<file path="src/rtl/core/rbd_pkg.sv">
// Shared types and constants for the RGB 2x2 box downsampler.
package rbd_pkg;

	localparam int CFG_W = 13;
	localparam int ROW_W = 12;
	localparam int MAX_IN_HEIGHT = 4096;
	localparam int SAMPLE_W = 8;
	localparam int PAIR_W = SAMPLE_W + 1;

	localparam logic REG_IN_WIDTH = 1'b0;
	localparam logic REG_IN_HEIGHT = 1'b1;

	typedef struct packed {
		logic [SAMPLE_W-1:0] in_red;
		logic [SAMPLE_W-1:0] in_green;
		logic [SAMPLE_W-1:0] in_blue;
	} in_pix_t;

	typedef struct packed {
		logic [SAMPLE_W-1:0] out_red;
		logic [SAMPLE_W-1:0] out_green;
		logic [SAMPLE_W-1:0] out_blue;
		logic                frame_last;
	} out_pix_t;

	// One line store word: three horizontal pair sums.
	typedef struct packed {
		logic [PAIR_W-1:0] blue;
		logic [PAIR_W-1:0] green;
		logic [PAIR_W-1:0] red;
	} pair_word_t;

	// Control carried by the stage between the lanes and the output register.
	typedef struct packed {
		logic valid;
		logic last;
		logic use_above;
	} s1_ctrl_t;

endpackage

</file>
<file path="src/rtl/core/rbd_merge.sv">
// Output register that merges the three lane results and the frame flag.
module rbd_merge (
	input  logic                         clk,
	input  logic                         arst_n,
	input  rbd_pkg::s1_ctrl_t            ctrl_s1,
	input  logic [rbd_pkg::SAMPLE_W-1:0] avg_red,
	input  logic [rbd_pkg::SAMPLE_W-1:0] avg_green,
	input  logic [rbd_pkg::SAMPLE_W-1:0] avg_blue,
	input  logic                         res_ready,
	output logic                         res_valid,
	output rbd_pkg::out_pix_t            res,
	output logic                         adv
);
	import rbd_pkg::*;

	logic     valid_q;
	out_pix_t res_q;

	assign adv = !valid_q || res_ready;

	always_ff @(posedge clk or negedge arst_n) begin
		if (!arst_n) begin
			valid_q <= 1'b0;
		end else if (adv) begin
			valid_q <= ctrl_s1.valid;
		end
	end

	always_ff @(posedge clk) begin
		if (adv && ctrl_s1.valid) begin
			res_q.out_red    <= avg_red;
			res_q.out_green  <= avg_green;
			res_q.out_blue   <= avg_blue;
			res_q.frame_last <= ctrl_s1.last;
		end
	end

	assign res_valid = valid_q;
	assign res       = res_q;

endmodule

</file>
<file path="config.mk">
export PLATFORM = sky130hd
export DESIGN_NAME = rbd_merge
export DESIGN_NICKNAME = d
export VERILOG_FILES = /design/src/rtl/core/rbd_pkg.sv /design/src/rtl/core/rbd_merge.sv
export SDC_FILE = /design/constraint.sdc
export NUM_CORES = 1
export LEC_CHECK = 0
export ABC_AREA = 1
export BUFFER_PORTS_ARGS = -buffer_cell sky130_fd_sc_hd__buf_2
export CAP_MARGIN = 20
export CORE_UTILIZATION = 38
export DETAILED_ROUTE_END_ITERATION = 10
export PLACE_DENSITY = 0.77
export SETUP_SLACK_MARGIN = 0.2
export SLEW_MARGIN = 20
export SYNTH_ARGS = -nofsm -noshare
export SYNTH_HDL_FRONTEND = slang
export SYNTH_SLANG_ARGS = --single-unit
export TNS_END_PERCENT = 100
</file>
<file path="constraint.sdc">
create_clock -name clk -period 2.7 [get_ports clk]
set_clock_uncertainty 0.05 [all_clocks]
set_input_delay 0.54 -clock clk [delete_from_list [all_inputs] [get_ports clk]]
set_output_delay 0.54 -clock clk [all_outputs]
set_load 0.005 [all_outputs]
</file>
==> results of run 1 <==
==> power groups by stage <==
stage,Combinational (mW),Sequential (mW),Clock [mW]
after floorplan,0.00908,0.487,0
after global placement,0.0548,0.482,0
after detailed placement,0.0580,0.483,0
after CTS,0.0592,0.474,0.193
after global routing,0.0657,0.477,0.209
final,0.0579,0.474,0.185
==> layout by cell type (no fill, tap or decap) <==
cell type                       netlist  layout
sky130_fd_sc_hd__clkbuf_8             0       1
sky130_fd_sc_hd__edfxtp_1            25      25
sky130_fd_sc_hd__dlygate4sd3_1        0       1
sky130_fd_sc_hd__clkbuf_4             0       3
sky130_fd_sc_hd__inv_1                2       2
sky130_fd_sc_hd__buf_4                0       1
sky130_fd_sc_hd__dfrtp_1              1       1
sky130_fd_sc_hd__nand2_1              2       2
sky130_fd_sc_hd__buf_2                0      55
sky130_fd_sc_hd__a21oi_2              0       1
==> worst max path at each step <==
stage                     from     end  slack (ns)  cells past startpoint
detailed placement   res_ready     adv        1.21                      4
global placement     res_ready     adv        1.23                      4
finish               res_valid     adv        1.17                      2
CTS                  res_valid     adv        1.15                      2
global route         res_valid     adv        1.11                      2
floorplan           ctrl_s1[2]  res[0]        0.41                      2
==> timing repair <==
item | in CTS | in global routing
buffers inserted | 0 | 0
hold buffers | 1 | 0
endpoints found under the hold margin | 1 | 0
==> synth_stat cells <==
cell type	number	share of area, %
sky130_fd_sc_hd__a21oi_1	1	0.63
sky130_fd_sc_hd__dfrtp_1	1	3.1
sky130_fd_sc_hd__edfxtp_1	25	94
sky130_fd_sc_hd__inv_1	2	0.94
sky130_fd_sc_hd__nand2_1	2	0.94
==> sequential cells by signal (all words and copies together) (netlist names) <==
| signal | cells |
|---|---|
| res | 25 |
| res_valid | 1 |
==> layer usage <==
layer	vias to the layer above	share of wire (%)	global-route usage [%]
li1	239	-	-
met1	234	34	12.3
met2	37	52	22.4
met3	0	13	5.28
met4	0	0	6.67
met5	-	0	0
==> worst max-delay path, stage by stage, from the launching register on <==
cell	delay, ns
sky130_fd_sc_hd__dfrtp_1	0.43
sky130_fd_sc_hd__nand2_1	0.09
sky130_fd_sc_hd__buf_2	0.11
==> metrics by stage <==
stage / util, % / setup WS [ns] / total power, mW
finish: 59.2 / 1.17 / 0.717
global route: 59.2 / 1.11 / 0.751
CTS: 59.2 / 1.15 / 0.726
detailed placement: 56.9 / 1.21 / 0.541
global placement: 56.9 / 1.23 / 0.537
floorplan: - / 0.408 / 0.496
==> area by class of cell <==
type,instances,area (µm²),share of cell area [%]
well taps,27,33.8,2.91
repair buffers,57,293,25.2
clock buffers,4,36.3,3.12
multi-input cells,3,16.3,1.40
inverters,2,7.51,0.646
flip-flops and latches,26,776,66.7
==> cell families (layout without fill, tap and decap cells) <==
logic type | after synthesis | in the layout | synth area share [%]
buf+inv | 2 | 63 | 0.944
compound gates | 1 | 1 | 0.628
simple gates | 2 | 2 | 0.944
flops | 26 | 26 | 97.5
==> summary.md, run 1 <==
| Metric | Value |
|---|---|
| Synthesis-stage register bit count | 26 |
| Total gr overflow | 0 |
| Count of standard-cell rows | 16 |
| Areal power density over the cells | 617 nW/µm² |
| Cell Int Power | 0.581 mW |
| Clock Sinks | 26 |
| Wire length per cell | 12.4 µm |
| Data required, critical path | 2.11 ns |
| Number of setup violations in the final report | 0 |
| Share of cells above drive strength 1 | 66.3% |
| Post-route ant nets | 0 |
| Psw | 0.135 mW |
| Maximum clock path buffer count | 2 |
| Number of distinct library cells after synthesis | 5 |
| Relative area change from synthesis to final layout | 46.1% |
| Setup TNS | 0 ns |
| Initial DRC Count | 3 |
| Fill cell total of the finished layout | 176 |
| Detailed Route WL | 1480 µm |
| Worst Hold Path Cells | 1 |
| Crit Reg-Reg Startpoint | res_valid |
| First-pass GRT wire length | 1860 µm |
| Sequential fraction of the synthesis area | 97.5% |
| Worst min-delay path endpoint | res[8] |
| Number of gates resized after cts | 0 |
| Net switching fraction of the power | 18.9% |
| Maximum frequency from static timing analysis | 651 MHz |
| Hold path startpoint | avg_blue[7] |
| Count of yosys warnings during synthesis | 0 |
| Worst Path Class, Setup | reg2out |
| Relative contribution of the clock network to total power | 25.8% |
| Horizontal die dimension | 47.8 µm |
| Clock transition at path regs | 0.13 ns |
| Core region area | 1960 µm² |
| Instance count of the mapped netlist | 31 |
| R2r endpoint | res[4] |
| Post-synth design cell area | 796 µm² |
| Worst Path Arrival | 0.94 ns |
| Worst hold-check slack | 0.343 ns |
| Detailed-route vias per instance | 4.29 |
| Number of global-route vias before repair | 429 |
| Post-synthesis average cell area | 25.7 µm² |
| Combinational fraction of design power | 8.1% |
| Later-pin clock latency in the skew report | 0.31 ns |
| I/O pin total | 57 |
| Depth of the worst register-to-register path | 2 |
| Kind of capture point of the worst setup path | output pin |
| Depth of the CTS H-tree | 1 |
| Count of placed standard cells in the final layout, fillers left out | 119 |
| Placed insts | 114 |
| Number of maximum-capacitance constraint violations | 0 |
| Max VDD drop | 0.283 mV |
| Number of iterations in the first detailed-routing pass | 3 |
| Post-route standard cell area excluding fillers | 1160 µm² |
| Part of the total power dissipated in sequential elements | 66.1% |
| Final worst-path cycle share | 56.9% |
| Rel. slew slack | 79.4% |
| Routability congestion estimate from global placement | 0.620 |
| Biggest fanout along the worst timing path | 3 |
| # nets final | 123 |
| Clock period minus worst slack | 1.54 ns |
| Vert. Die Dim | 47.8 µm |
| Path type of the worst min-delay path | in2reg |
| Die Footprint | 2280 µm² |
| Result of the run | complete, no violations |
| Maximum number of pins on one net before global-route repair | 26 |
| Port Buffer Count | 55 |
| Unrepaired setup endpoints after global routing | no |
| Worst-margin pin slew | 0.308 ns |
| Placed cell area | 1120 µm² |
| GRT Util Overall | 12.6% |
| Antenna diode instance count | 0 |
| Number of max-slew violations in the final report | 0 |
| Static Leakage | 0.512 nW |
| Initial Utilization | 40.6% |
| CTS tree | done |
| Final hold vios | 0 |
| Clock Tree Root | sky130_fd_sc_hd__clkbuf_4 |
| Register-to-register path setup slack | 1.44 ns |
| DR DRC count | 0 |
| Clock buffer count from CTS | 3 |
| Critical Path Start Type | flip-flop |
| Syn_nets | 61 |
| Antenna violations before repair | 0 |
| Vias after detailed routing | 510 |
(Power assumes the default switching activity.)
==> inputs of run 2 (changes only) <==
Settings changed: CORE_UTILIZATION 38 to 35, PLACE_DENSITY 0.77 to 0.75.
Clock period 2.7 ns to 1.3 ns, I/O delays scaled along.
==> run 2 against run 1 <==
Against the previous run: worst setup slack lost 1.1 ns; wire length shrank 8.3%; largest cell class unchanged; non-clock buffer count grew 1; critical endpoint unchanged; clock-buffer cell count shrank 1; first-iteration DRC count grew 67%; design area grew 2.6%; register-to-register slack lost 1.3 ns; combinational power grew 140%; core utilization shrank 0.85 points; sequential share of layout area shrank 1.7 points.
==> summary.md, run 2 (synthesis gave the netlist of run 1 again) <==
| Metric | Value |
|---|---|
| I/O pin total | 57 (unchanged) |
| Placed cell area | 1160 µm² (was 1120 µm²) |
| Die Footprint | 2470 µm² (was 2280 µm²) |
| Antenna violations before repair | 0 (unchanged) |
| Port Buffer Count | 55 (unchanged) |
| Final design utilization | 58.4% (was 59.2%) |
| Worst Path Class, Setup | reg2out (unchanged) |
| First-pass GRT wire length | 1970 µm (was 1860 µm) |
| Count of standard-cell rows | 16 (unchanged) |
| Worst hold-check slack | 0.0684 ns (was 0.343 ns) |
| Number of iterations in the first detailed-routing pass | 3 (unchanged) |
| Wire length per cell | 11.3 µm (was 12.4 µm) |
| Critical Path Start Type | flip-flop (unchanged) |
| Share of cells above drive strength 1 | 65.6% (was 66.3%) |
| Cell Int Power | 1.16 mW (was 0.581 mW) |
| Setup slack after layout | 0.0684 ns (was 1.17 ns) |
| Vias after detailed routing | 488 (was 510) |
| Detailed Route WL | 1350 µm (was 1480 µm) |
| Antenna diode instance count | 0 (unchanged) |
| Areal power density over the cells | 1210 nW/µm² (was 617 nW/µm²) |
| Setup TNS | 0 ns (unchanged) |
| Core region area | 2040 µm² (was 1960 µm²) |
| Part of the total power dissipated in sequential elements | 68.3% (was 66.1%) |
| Depth of the CTS H-tree | 1 (unchanged) |
| Worst-margin pin slew | 0.184 ns (was 0.308 ns) |
| Dpl ws | 0.159 ns (was 1.21 ns) |
| Final worst-path cycle share | 94.7% |
| Maximum frequency from static timing analysis | 812 MHz |
| Clock buffer count from CTS | 3 (unchanged) |
| Most common library cell in the layout ignoring fill and taps | sky130_fd_sc_hd__buf_2 (unchanged) |
| DR DRC count | 0 (unchanged) |
| GRT Util Overall | 11.6% (was 12.6%) |
| Worst Path Arrival | 0.92 ns (was 0.94 ns) |
| Maximum clock path buffer count | 2 (unchanged) |
| Number of max-slew violations in the final report | 0 (unchanged) |
| Relative contribution of the clock network to total power | 22.3% (was 25.8%) |
| Post-route standard cell area excluding fillers | 1190 µm² (was 1160 µm²) |
| Horizontal die dimension | 49.7 µm (was 47.8 µm) |
| Count of placed standard cells in the final layout, fillers left out | 120 (was 119) |
| Clock transition at path regs | 0.13 ns (about the same) |
| Worst Hold Path Cells | 1 (unchanged) |
| Unrepaired setup endpoints after global routing | yes (was no) |
| Number of gates resized after cts | 0 (unchanged) |
| Detailed-route vias per instance | 4.07 (was 4.29) |
| Net switching fraction of the power | 19.4% (was 18.9%) |
| Number of setup violations in the final report | 0 (unchanged) |
| Data required, critical path | 0.99 ns (was 2.11 ns) |
| Clock Tree Root | sky130_fd_sc_hd__clkbuf_4 (unchanged) |
| Initial Utilization | 39.0% (was 40.6%) |
| Number of maximum-capacitance constraint violations | 0 (unchanged) |
| # nets final | 124 (was 123) |
| Final total power | 1.44 mW (was 0.717 mW) |
| Number of global-route vias before repair | 420 (was 429) |
| Kind of capture point of the worst setup path | output pin (unchanged) |
| Later-pin clock latency in the skew report | 0.29 ns (was 0.31 ns) |
| Path type of the worst min-delay path | in2reg (unchanged) |
| Psw | 0.279 mW (was 0.135 mW) |
| Post-route ant nets | 0 (unchanged) |
| Combinational fraction of design power | 9.5% (was 8.1%) |
| Most frequent cells in the layout | sky130_fd_sc_hd__buf_2 (55), sky130_fd_sc_hd__edfxtp_1 (25), sky130_fd_sc_hd__clkbuf_4 (3) (was sky130_fd_sc_hd__buf_2 (55), sky130_fd_sc_hd__edfxtp_1 (25), sky130_fd_sc_hd__clkbuf_4 (3), sky130_fd_sc_hd__inv_1 (2), sky130_fd_sc_hd__nand2_1 (2)) |
| Placed insts | 115 (was 114) |
| Biggest fanout along the worst timing path | 3 (unchanged) |
| Rel. slew slack | 87.7% (was 79.4%) |
| Maximum number of pins on one net before global-route repair | 17 (was 26) |
| CTS tree | done (unchanged) |
| Initial DRC Count | 5 (was 3) |
| Routability congestion estimate from global placement | 0.673 (was 0.620) |
| Total gr overflow | 0 (unchanged) |
| Final hold vios | 0 (unchanged) |
| Number of flip-flops under the largest register name | 25 (unchanged) |
| Relative area change from synthesis to final layout | 49.8% (was 46.1%) |
| Clock Sinks | 26 (unchanged) |
| Static Leakage | 0.521 nW (was 0.512 nW) |
| Clock period minus worst slack | 1.23 ns |
| Vert. Die Dim | 49.7 µm (was 47.8 µm) |
| Max VDD drop | 0.725 mV (was 0.283 mV) |
| Depth of the worst register-to-register path | 2 (unchanged) |
| Fill cell total of the finished layout | 172 (was 176) |
| Setup bufs post-CTS | 0 (unchanged) |
| Result of the run | complete, no violations (unchanged) |
[run 2: power groups by stage]
stage	clock [mW]	combinational, mW	sequential (mW)
detailed placement	0	0.137	1.00
global placement	0	0.133	1.00
global route	0.377	0.150	0.988
CTS	0.337	0.139	0.985
finish	0.321	0.137	0.984
floorplan	0	0.0224	1.01
[run 2: critical path: stages, from the launching register on]
cell and delay, ns:
sky130_fd_sc_hd__dfrtp_1 0.43, sky130_fd_sc_hd__nand2_1 0.08, sky130_fd_sc_hd__buf_2 0.11
[run 2: layout make-up]
cell class / count / area [µm²] / area share (%)
flip-flops and latches: 26 / 776 / 65.1
clock buffers: 3 / 22.5 / 1.89
repair buffers: 58 / 325 / 27.3
inverters: 2 / 7.51 / 0.630
clock inverters: 1 / 3.75 / 0.315
multi-input cells: 3 / 23.8 / 1.99
well taps: 27 / 33.8 / 2.83
[run 2: final timing paths]
kind	start	to	slack, ns
worst max-delay path	res_valid	adv	0.07
worst min-delay path	avg_blue[1]	res[2]	0.07
worst max register to register	res_valid	res[11]	0.17
worst min register to register	res_valid	res_valid	0.52
max in group asynchronous	arst_n	res_valid	0.93
min in group asynchronous	arst_n	res_valid	0.19
[run 2: routing by layer]
layer  wire length, µm  vias up  track usage (%)  part of all wire, %
met1               516      218             15.7                   38
met2               724       24             17.3                   54
met3                80        4             2.78                  5.9
met4                31        0             6.19                  2.3
met5                 0        -                0                    0
li1                  -      242                -                    -
[run 2: repair_timing]
item | CTS | global route
setup endpoints to repair | 52 | 52
endpoints found under the hold margin | 1 | 0
pin swaps | 1 | 0
hold buffers | 1 | 0
