`config.mk`:
```
export PLATFORM = sky130hd
export DESIGN_NAME = rbd_lane
export DESIGN_NICKNAME = d
export VERILOG_FILES = /design/src/rtl/core/rbd_pkg.sv /design/src/rtl/core/rbd_lane.sv
export SDC_FILE = /design/constraint.sdc
export NUM_CORES = 1
export LEC_CHECK = 0
export BUFFER_PORTS_ARGS = -buffer_cell sky130_fd_sc_hd__buf_2
export CAP_MARGIN = 10
export CORE_UTILIZATION = 48
export CTS_BUF_LIST = sky130_fd_sc_hd__clkbuf_4
export CTS_CLUSTER_SIZE = 28
export DETAILED_ROUTE_END_ITERATION = 12
export GPL_TIMING_DRIVEN = 1
export PLACE_DENSITY = 0.85
export SETUP_SLACK_MARGIN = 0.3
export SYNTH_ARGS = -nofsm -noshare
export SYNTH_HDL_FRONTEND = slang
export SYNTH_SLANG_ARGS = --single-unit
export TNS_END_PERCENT = 20
```
`constraint.sdc`:
```
create_clock -name clk -period 2.2 [get_ports clk]
set_clock_uncertainty 0.05 [all_clocks]
set_input_delay 0.22 -clock clk [delete_from_list [all_inputs] [get_ports clk]]
set_output_delay 0.22 -clock clk [all_outputs]
set_load 0.02 [all_outputs]
```
`src/rtl/core/rbd_pkg.sv`:
```
// Shared types and constants for the RGB 2x2 box downsampler.
package rbd_pkg;

	localparam int CFG_W = 13;
	localparam int ROW_W = 12;
	localparam int MAX_IN_HEIGHT = 4096;
	localparam int SAMPLE_W = 8;
	localparam int PAIR_W = SAMPLE_W + 1;

	localparam logic REG_IN_WIDTH = 1'b0;
	localparam logic REG_IN_HEIGHT = 1'b1;

	typedef struct packed {
		logic [SAMPLE_W-1:0] in_red;
		logic [SAMPLE_W-1:0] in_green;
		logic [SAMPLE_W-1:0] in_blue;
	} in_pix_t;

	typedef struct packed {
		logic [SAMPLE_W-1:0] out_red;
		logic [SAMPLE_W-1:0] out_green;
		logic [SAMPLE_W-1:0] out_blue;
		logic                frame_last;
	} out_pix_t;

	// One line store word: three horizontal pair sums.
	typedef struct packed {
		logic [PAIR_W-1:0] blue;
		logic [PAIR_W-1:0] green;
		logic [PAIR_W-1:0] red;
	} pair_word_t;

	// Control carried by the stage between the lanes and the output register.
	typedef struct packed {
		logic valid;
		logic last;
		logic use_above;
	} s1_ctrl_t;

endpackage

```
`src/rtl/core/rbd_lane.sv`:
```
// One color channel: horizontal pair sum, then the vertical sum and divide by four.
module rbd_lane (
	input  logic                         clk,
	input  logic [rbd_pkg::SAMPLE_W-1:0] pix,
	input  logic [rbd_pkg::SAMPLE_W-1:0] left,
	input  logic                         use_left,
	input  logic                         load,
	input  logic [rbd_pkg::PAIR_W-1:0]   above,
	input  logic                         use_above,
	output logic [rbd_pkg::PAIR_W-1:0]   pair,
	output logic [rbd_pkg::SAMPLE_W-1:0] avg
);
	import rbd_pkg::*;

	logic [PAIR_W-1:0]   pair_s1;
	logic [PAIR_W-1:0]   above_m;
	logic [PAIR_W:0]     total;

	// A pixel on the right edge of an odd-width row pairs with zero.
	assign pair = {1'b0, (use_left ? left : '0)} + {1'b0, pix};

	always_ff @(posedge clk) begin
		if (load) begin
			pair_s1 <= pair;
		end
	end

	assign above_m = use_above ? above : '0;
	assign total   = {1'b0, above_m} + {1'b0, pair_s1};
	assign avg     = total[PAIR_W:2];

endmodule

```
==> results of run 1 <==
[final timing paths]
kind | end | cells past startpoint | start | slack, ns
worst max-delay path | avg[6] | 6 | pair_s1[1]$_DFFE_PP_ | -0.17
worst min-delay path | pair_s1[0]$_DFFE_PP_ | 2 | pix[0] | 0.25
[cell type report]
cell class | count | area [sq um]
Tap cell | 25 | 31.28
Clock inverter | 1 | 5.005
Inverter | 2 | 7.507
Sequential cell | 9 | 270.3
Multi-Input combinational cell | 88 | 818.3
Fill cell | 105 | 304.0
Timing Repair Buffer | 52 | 342.8
Clock buffer | 3 | 22.52
[repair_timing]
item | CTS | global route
pin swaps | 24 | 22
endpoints found under the setup margin | 13 | 13
resized for setup | 30 | 12
[layer usage]
metal	part of all wire, %	up-vias	global-route usage [%]
met3	4.0	6	3.846
met1	38	453	26.09
li1	-	477	-
met4	2.2	0	17.71
met2	55	41	49.44
met5	0	-	0
[metrics by stage]
step	total power (W)	std cells	util, %	hold WS [ns]	cell area [sq um]
2_1_floorplan	0.0005185	99	-	0.2825	978.4
3_3_place_gp	0.0006451	176	71.46	0.5002	1287
3_5_place_dp	0.0006655	176	71.46	0.5153	1287
4_1_cts	0.0008443	180	80.69	0.2327	1454
5_1_grt	0.0009321	180	83.13	0.2589	1498
6_report	0.0008871	180	83.13	0.2518	1498
[kinds of logic (layout without fill, tap and decap cells)]
family / count (synthesis) / after routing
DFF: 9 / 9
and+or+nand+nor: 37 / 37
xor gates and xnor gates: 11 / 11
AOI/OAI and AO/OA: 23 / 23
adders and majority gates: 17 / 17
buffers and inverters: 2 / 58
[critical path, stage by stage, from the launching register on]
cell	delay (ns)
edfxtp_1	0.37
ha_2	0.19
or3_4	0.38
o2111a_2	0.29
o21a_1	0.18
o32a_1	0.30
buf_6	0.14
[report_power, final]
group | switching, W | internal (W) | leakage (nW) | total (W)
logic | 0.000278 | 0.000259 | 0.592 | 0.000537
clock network | 0.0000562 | 0.0000669 | 0.0177 | 0.000123
registers | 0.00000728 | 0.000220 | 0.0879 | 0.000227
[layout by cell type (no fill, tap or decap), types with 2 or more instances in the layout]
cell / instances
nor2_1: 3
or3_1: 3
and2_4: 4
buf_6: 6
ha_2: 2
nor3_1: 3
xor2_1: 3
nand2_1: 3
a21o_1: 4
nand3_1: 2
or2_2: 2
xnor2_1: 6
ha_4: 5
buf_4: 14
o211ai_1: 4
o21a_1: 3
and2_1: 12
ha_1: 9
clkbuf_4: 3
a21oi_2: 3
o21bai_1: 2
buf_2: 31
edfxtp_1: 9
a21oi_1: 3
inv_1: 2
==> out/results.tsv, run 1 <==
stage	metric	value	unit
pwr	Leak Pwr	0.6974	nW
timing	setup violators final	4	
placed_design	port bufs	45	
global_route	first-pass GRT wire length	3.995	mm
cts	CTS sink cnt	9	
critical_path	Crit Path Max Fanout	4	
yosys	largest cells by area after synthesis	edfxtp_1 28%, ha_1 21%, and2_1 10%	
critical_path	Data required, critical path	1.93	ns
final_layout	max FFs per register	9	
final_layout	Largest regs	pair_s1 x9	
detailed_routing	via count	977	
status	status	complete, but fails checks	
yosys	Post-Synthesis Cells	99	
detailed_routing	initial DRC count	18	
yosys	Yosys cell types	23	
timing	Fin. Hold Viols	0	
global_route	GRT Total Usage	26.18	%
floorplan	CORE AREA	1802	sq um
final_layout	Largest Register	pair_s1	
critical_path	kind of critical path	reg -> out	
yosys	Post-synth EDFFs	9	
global_route	largest net degree at the start of global routing	10	
flow_run	maxcap violations	0	
timing	Slew HR	74.89	%
placed_design	Final Wtd Congestion	0.8314	
yosys	XOR/XNOR Fraction of Synth Area	9.987	%
cts	postcts setup bufs	0	
yosys	post-synthesis sequential element count	9	
detailed_routing	Routed WL per cell	14.36	um
cts	H-tree Lvls	1	
yosys	register area share after synthesis	28.02	%
timing	max-slew violations	0	
yosys	adder-cell share of the synthesized area	22.83	%
yosys	Synth Net Count	145	
final_layout	Area Overhead vs Synth	55.25	%
cts	maximum root-to-sink buffer count	2	
critical_path	CP arrival	2.10	ns
global_route	global route overflow	0	
global_route	vias in the first global route	959	
pwr	Power per Cell Area	592.3	nW/um^2
timing	RSZ-0062 raised after global routing	true	
timing	worst-margin pin slew	0.3727	ns
detailed_routing	antenna viol nets, final	0	
yosys	Post-Synth Simple-Gate Area	21.79	%
yosys	largest area contributor in the netlist	edfxtp_1	
placed_design	hpwl dp	1.894	mm
yosys	top-area cell type share of the netlist area	28.02	%
timing	setup_tns	-0.2855	ns
cts	CTS tree	done	
floorplan	io pins	46	
cts	CTS clk-pin slew, worst paths	0.06	ns
yosys	Synth Flop Type	edfxtp_1	
floorplan	Die Height	46.83	um
hold_path	HP Class	in -> reg	
detailed_routing	drt first pass iters	4	
yosys	Compound-Gate Fraction of Synth Area	16.60	%
floorplan	Die X	46.83	um
yosys	asr flop ratio synth	0	%
cts	CTS buffer count	3	
pwr	Max rail drop VDD	378.6	uV
placed_design	dpl ws	-0.01675	ns
status	failing checks	setup timing	
yosys	Syn Std Cell Area	964.7	sq um
final_layout	Final nets	202	
yosys	largest family of logic cells by synthesized area	adder cells	
yosys	top cells by count, synth	16 x and2_1, 16 x ha_1, 9 x edfxtp_1	
cts	Clock Root Buffer	clkbuf_4	
timing	fin crit share	108.0	%
timing	Tmin final	2.375	ns
cts	hold_buf cts	0	
final_layout	ANT cells	0	
floorplan	initial core utilization	53.54	%
floorplan	total die area	2193	sq um
detailed_routing	drt drc	0	
critical_path	startpoint type of the worst setup path	register	
detailed_routing	final WL	2.585	mm
yosys	Synth Warn #	0	
floorplan	row count	15	
timing	fmax	421.1	MHz
critical_path	crit end category	output pin	
yosys	syn avg cell area	9.744	sq um
detailed_routing	vias per cell	5.428	
timing	final setup margin	-0.1749	ns
final_layout	layout cell share with drive strength beyond 1	51.61	%
yosys	mux contribution to synthesized area	0	%
global_route	initial antenna violation count	0	
No activity file was read; power rests on OpenSTA's default activity.
==> run 2, diff against run 1 <==
--- a/config.mk
+++ b/config.mk
@@ -7,12 +7,12 @@
 export LEC_CHECK = 0
 export BUFFER_PORTS_ARGS = -buffer_cell sky130_fd_sc_hd__buf_2
 export CAP_MARGIN = 10
-export CORE_UTILIZATION = 48
+export CORE_UTILIZATION = 47
 export CTS_BUF_LIST = sky130_fd_sc_hd__clkbuf_4
 export CTS_CLUSTER_SIZE = 28
 export DETAILED_ROUTE_END_ITERATION = 12
 export GPL_TIMING_DRIVEN = 1
-export PLACE_DENSITY = 0.85
+export PLACE_DENSITY = 0.84
 export SETUP_SLACK_MARGIN = 0.3
 export SYNTH_ARGS = -nofsm -noshare
 export SYNTH_HDL_FRONTEND = slang
==> run 2 against run 1 <==
Net effect: the run still ends with setup timing left; global-route usage shrank 4.8 points; critical path depth is the same; non-clock buffer count fell by 2; count of clock-buffer cells in the layout did not move; maximum frequency is 0.44% lower; largest cell class unchanged; highest routed layer unchanged.
==> out/results.tsv, run 2 (same netlist as run 1, synthesis figures left out) <==
stage	metric	value	unit	change
timing	final setup margin	-0.1854	ns	-0.01045 ns
cts	Clock Root Buffer	clkbuf_4		
flow_run	maxcap violations	0		unchanged
final_layout	Non-Filler Instances	180		unchanged
cts	H-tree Lvls	1		unchanged
global_route	largest net degree at the start of global routing	10		unchanged
final_layout	Largest regs	pair_s1 x9		
cts	CTS clk-pin slew, worst paths	0.06	ns	about the same
cts	CTS sink cnt	9		unchanged
final_layout	max FFs per register	9		unchanged
pwr	Max rail drop VDD	341.6	uV	-9.8%
global_route	initial antenna violation count	0		unchanged
status	failing checks	setup timing		
detailed_routing	drt first pass iters	4		unchanged
floorplan	CORE AREA	1942	sq um	+7.8%
final_layout	multi-input logic area	829.5	sq um	+1.4%
detailed_routing	initial DRC count	14		-4
cts	CTS tree	done		
global_route	busiest grt layer	met2		
global_route	global route overflow	0		unchanged
global_route	GRT met3 Usage	2.692	%	-1.2 points
global_route	first-pass GRT wire length	3.394	mm	-15%
critical_path	crit end category	output pin		
floorplan	io pins	46		unchanged
final_layout	layout cell share with drive strength beyond 1	52.29	%	+0.67 points
detailed_routing	via count	965		-1.2%
critical_path	CP arrival	2.12	ns	+0.02 ns
detailed_routing	vias per cell	5.361		-1.2%
detailed_routing	antenna viol nets, final	0		unchanged
cts	hold_buf cts	0		unchanged
global_route	GRT Total Usage	21.41	%	-4.8 points
final_layout	Seq. cell area	270.3	sq um	unchanged
floorplan	total die area	2238	sq um	+2.0%
global_route	vias in the first global route	866		-9.7%
critical_path	Data required, critical path	1.93	ns	about the same
timing	setup violators final	4		unchanged
timing	fin crit share	108.4	%	+0.47 points
timing	Tmin final	2.385	ns	+0.01045 ns
detailed_routing	final WL	2.512	mm	-2.8%
floorplan	Die Height	47.31	um	+1.0%
hold_path	HP Class	in -> reg		
cts	maximum root-to-sink buffer count	2		unchanged
final_layout	Largest Register	pair_s1		
floorplan	Die X	47.31	um	+1.0%
critical_path	startpoint type of the worst setup path	register		
cts	CTS buffer count	3		unchanged
pwr	Leak Pwr	0.6895	nW	-1.1%
global_route	routing usage on met2	40.00	%	-9.4 points
final_layout	Final nets	200		-0.99%
timing	max-slew violations	0		unchanged
floorplan	initial core utilization	49.68	%	-3.9 points
final_layout	most frequent cells in the layout	33 x buf_2, 12 x and2_1, 12 x buf_4		
detailed_routing	Routed WL per cell	13.96	um	-2.8%
final_layout	most common cell after layout, fill and taps aside	buf_2		
timing	Slew HR	81.80	%	+6.9 points
placed_design	port bufs	45		unchanged
placed_design	dpl cells	176		unchanged
pwr	Power per Cell Area	591.0	nW/um^2	-0.23%
cts	postcts setup bufs	0		unchanged
timing	RSZ-0062 raised after global routing	true		
final_layout	Filler cells	137		+30%
critical_path	Crit Path Max Fanout	4		unchanged
final_layout	Area Overhead vs Synth	53.83	%	
placed_design	hpwl dp	1.763	mm	-6.9%
floorplan	row count	16		+1
final_layout	ANT cells	0		unchanged
placed_design	Final Wtd Congestion	0.7410		-11%
critical_path	kind of critical path	reg -> out		
timing	worst-margin pin slew	0.2709	ns	-0.1018 ns
status	status	complete, but fails checks		
global_route	M1 GR Usage	23.04	%	-3.0 points
timing	fmax	419.2	MHz	-0.44%
detailed_routing	drt drc	0		unchanged
timing	setup_tns	-0.3875	ns	-0.1021 ns
timing	Fin. Hold Viols	0		unchanged
-- run 2: cell count changes in the layout (fill, tap and decap cells not counted), sizes merged --
cell,before,now
buf,52,50
-- run 2: what timing repair did --
item,4_1_cts,5_1_grt
gates resized for setup,25,14
pin swaps,22,23
setup endpoints to repair,13,13
hold endpoints to repair,0,0
-- run 2: path summary, 6_finish.rpt --
| check | slack (ns) | startpoint | depth (start not counted) | endpoint |
|---|---|---|---|---|
| max | -0.19 | pair_s1[2]$_DFFE_PP_ | 6 | avg[6] |
| min | 0.25 | pix[0] | 2 | pair_s1[0]$_DFFE_PP_ |
-- run 2: critical path, stage by stage (launching register included) --
cell and delay (ns):
edfxtp_1 0.42, ha_4 0.19, or3_4 0.36, o2111a_2 0.29
o21a_1 0.17, o32a_1 0.29, buf_6 0.13
-- run 2: area by class of cell --
cell class                 count  share of cell area, %
clock buffer                   3                  1.518
sequential                     9                  18.21
multi-input combinational     88                  55.90
inverter                       2                 0.5059
timing repair buffer          50                  21.25
clock inverter                 1                 0.3373
tap                           27                  2.277
-- run 2: per-layer routing --
| layer | wire length (um) | part of all wire (%) |
|---|---|---|
| met5 | 0 | 0 |
| met4 | 40 | 1.6 |
| met3 | 109 | 4.3 |
| met2 | 1402 | 56 |
| met1 | 959 | 38 |
-- run 2: through the flow --
step	hold WS [ns]	utilization (%)	setup WS [ns]	area [sq um]	total power, W
after floorplan	0.2825	-	0.1927	978.4	0.0005185
after global placement	0.5092	65.66	-0.002523	1275	0.0006396
after detailed placement	0.5182	65.66	-0.05915	1275	0.0006547
after CTS	0.2277	73.52	-0.1923	1428	0.0008341
after global routing	0.2487	76.42	-0.2647	1484	0.0009278
final	0.2492	76.42	-0.1854	1484	0.0008770
-- run 2: report_power, final --
group / internal (W) / switching, W / leakage [nW]
clock network: 0.0000670 / 0.0000579 / 0.0177
logic: 0.000250 / 0.000273 / 0.584
registers: 0.000220 / 0.00000904 / 0.0879
total: 0.000537 / 0.000340 / 0.689
==> run 3, diff against run 2 <==
--- a/config.mk
+++ b/config.mk
@@ -12,7 +12,7 @@
 export CTS_CLUSTER_SIZE = 28
 export DETAILED_ROUTE_END_ITERATION = 12
 export GPL_TIMING_DRIVEN = 1
-export PLACE_DENSITY = 0.84
+export PLACE_DENSITY_LB_ADDON = 0.25
 export SETUP_SLACK_MARGIN = 0.3
 export SYNTH_ARGS = -nofsm -noshare
 export SYNTH_HDL_FRONTEND = slang
==> run 3 against run 2 <==
Net effect: the flow still finishes with violations (setup timing); critical path depth is the same; cell area shrank 3.4%; global-route usage shrank 3.2 points; die area is the same; total power shrank 3.2%; sequential cell count is the same; sequential share of layout area grew 0.64 points; critical path type unchanged; critical endpoint unchanged.
==> out/results.tsv, run 3 (same netlist as run 1, synthesis figures left out) <==
stage	metric	value	unit	change
final_layout	Area Overhead vs Synth	48.64	%	
status	status	complete, but fails checks		
timing	final setup margin	-0.1827	ns	+0.002723 ns
floorplan	CORE AREA	1942	sq um	unchanged
floorplan	Die Height	47.31	um	unchanged
timing	fmax	419.7	MHz	+0.11%
detailed_routing	via count	932		-3.4%
pwr	switching share of total power	36.43	%	-2.3 points
detailed_routing	final WL	2.065	mm	-18%
final_layout	Filler cells	155		+13%
critical_path	crit end category	output pin		
detailed_routing	drt first pass iters	4		unchanged
timing	Fin. Hold Viols	0		unchanged
pwr	Psw	0.0003092	W	-9.0%
global_route	largest net degree at the start of global routing	10		unchanged
pwr	Clk pwr share	15.1	%	+0.9 points
floorplan	initial core utilization	49.68	%	unchanged
critical_path	kind of critical path	reg -> out		
detailed_routing	drt drc	0		unchanged
critical_path	CP arrival	2.11	ns	about the same
timing	Tmin final	2.383	ns	-0.002723 ns
cts	CTS buffer count	3		unchanged
flow_run	maxcap violations	0		unchanged
detailed_routing	antenna viol nets, final	0		unchanged
hold_path	HP Class	in -> reg		
placed_design	hpwl dp	1.680	mm	-4.7%
final_layout	most frequent cells in the layout	32 x buf_2, 18 x buf_4, 15 x and2_1		
global_route	global route overflow	0		unchanged
pwr	Max rail drop VDD	373.4	uV	+9.3%
detailed_routing	Routed WL per cell	11.22	um	-20%
pwr	Leak Pwr	0.6878	nW	-0.25%
status	failing checks	setup timing		
detailed_routing	initial DRC count	11		-3
cts	Clock Root Buffer	clkbuf_4		
timing	max-slew violations	0		unchanged
pwr	Overall Power	0.0008486	W	-3.2%
pwr	Power per Cell Area	591.8	nW/um^2	+0.15%
final_layout	layout cell share with drive strength beyond 1	47.13	%	-5.2 points
pwr	part of the power in registers	26.8	%	+0.7 points
global_route	initial antenna violation count	0		unchanged
global_route	first-pass GRT wire length	2.939	mm	-13%
timing	Slew HR	80.10	%	-1.7 points
critical_path	Crit Path Max Fanout	4		unchanged
cts	CTS clk-pin slew, worst paths	0.05	ns	about the same
final_layout	Final nets	204		+2.0%
cts	H-tree Lvls	1		unchanged
timing	setup_tns	-0.2067	ns	+0.1808 ns
critical_path	Data required, critical path	1.93	ns	about the same
global_route	vias in the first global route	789		-8.9%
placed_design	dpl cells	178		+1.1%
final_layout	most common cell after layout, fill and taps aside	buf_2		
timing	fin crit share	108.3	%	-0.12 points
final_layout	ANT cells	0		unchanged
cts	maximum root-to-sink buffer count	2		unchanged
floorplan	total die area	2238	sq um	unchanged
final_layout	Non-Filler Instances	184		+2.2%
pwr	internal power	0.0005395	W	+0.40%
detailed_routing	vias per cell	5.065		-5.5%
final_layout	Layout Utilization	73.84	%	-2.6 points
timing	RSZ-0062 raised after global routing	true		
pwr	Gate power share	58.1	%	-1.5 points
final_layout	Largest Register	pair_s1		
placed_design	Final Wtd Congestion	0.7315		-1.3%
global_route	GRT Total Usage	18.24	%	-3.2 points
floorplan	io pins	46		unchanged
placed_design	port bufs	45		unchanged
final_layout	Largest regs	pair_s1 x9		
critical_path	startpoint type of the worst setup path	register		
cts	CTS tree	done		
cts	hold_buf cts	0		unchanged
floorplan	Die X	47.31	um	unchanged
timing	worst-margin pin slew	0.2953	ns	+0.02446 ns
final_layout	max FFs per register	9		unchanged
cts	CTS sink cnt	9		unchanged
timing	setup violators final	2		-2
floorplan	row count	16		unchanged
placed_design	dpl ws	-0.02250	ns	+0.03665 ns
-- run 3: metal layers --
layer	track usage [%]	share of wire (%)	vias to the layer above
met3	1.538	2.8	0
met4	4.571	0	0
met5	0	0	-
met2	38.63	57	23
met1	18.29	40	426
li1	-	-	483
-- run 3: worst paths after layout --
| kind | startpoint | endpoint | depth (start not counted) |
|---|---|---|---|
| worst max-delay path | pair_s1[2]$_DFFE_PP_ | avg[6] | 6 |
| worst min-delay path | pix[0] | pair_s1[0]$_DFFE_PP_ | 2 |
-- run 3: power by group through the flow --
stage / Clock [W] / Sequential (W) / Combinational [W]
after global routing: 0.000137 / 0.000229 / 0.000538
after global placement: 0 / 0.000230 / 0.000416
after detailed placement: 0 / 0.000230 / 0.000425
after CTS: 0.000130 / 0.000227 / 0.000454
final: 0.000129 / 0.000227 / 0.000493
after floorplan: 0 / 0.000228 / 0.000290
-- run 3: through the flow --
stage               hold WS (ns)  instance area (sq um)
floorplan                 0.2825                  978.4
global placement          0.4971                   1290
detailed placement        0.5014                   1290
CTS                       0.2504                   1361
global route              0.2498                   1434
finish                    0.2494                   1434
-- run 3: final cells by class --
type | instances | area [sq um] | share of cell area, %
Tap cell | 27 | 33.78 | 2.356
Sequential cell | 9 | 270.3 | 18.85
Inverter | 2 | 7.507 | 0.5236
Timing Repair Buffer | 54 | 340.3 | 23.73
Clock buffer | 4 | 30.03 | 2.094
Multi-Input combinational cell | 88 | 752.0 | 52.44
-- run 3: worst max-delay path: stages, from the launching register on --
cell and delay, ns:
edfxtp_1 0.38, ha_2 0.28, or3_4 0.40, o2111a_2 0.19, o21a_1 0.18, o32a_1 0.31
buf_6 0.14
-- run 3: what timing repair did --
item | CTS | global route
pin swaps | 9 | 11
endpoints found under the setup margin | 13 | 15
endpoints found under the hold margin | 0 | 0
buffers inserted | 0 | 2
resized for setup | 12 | 16
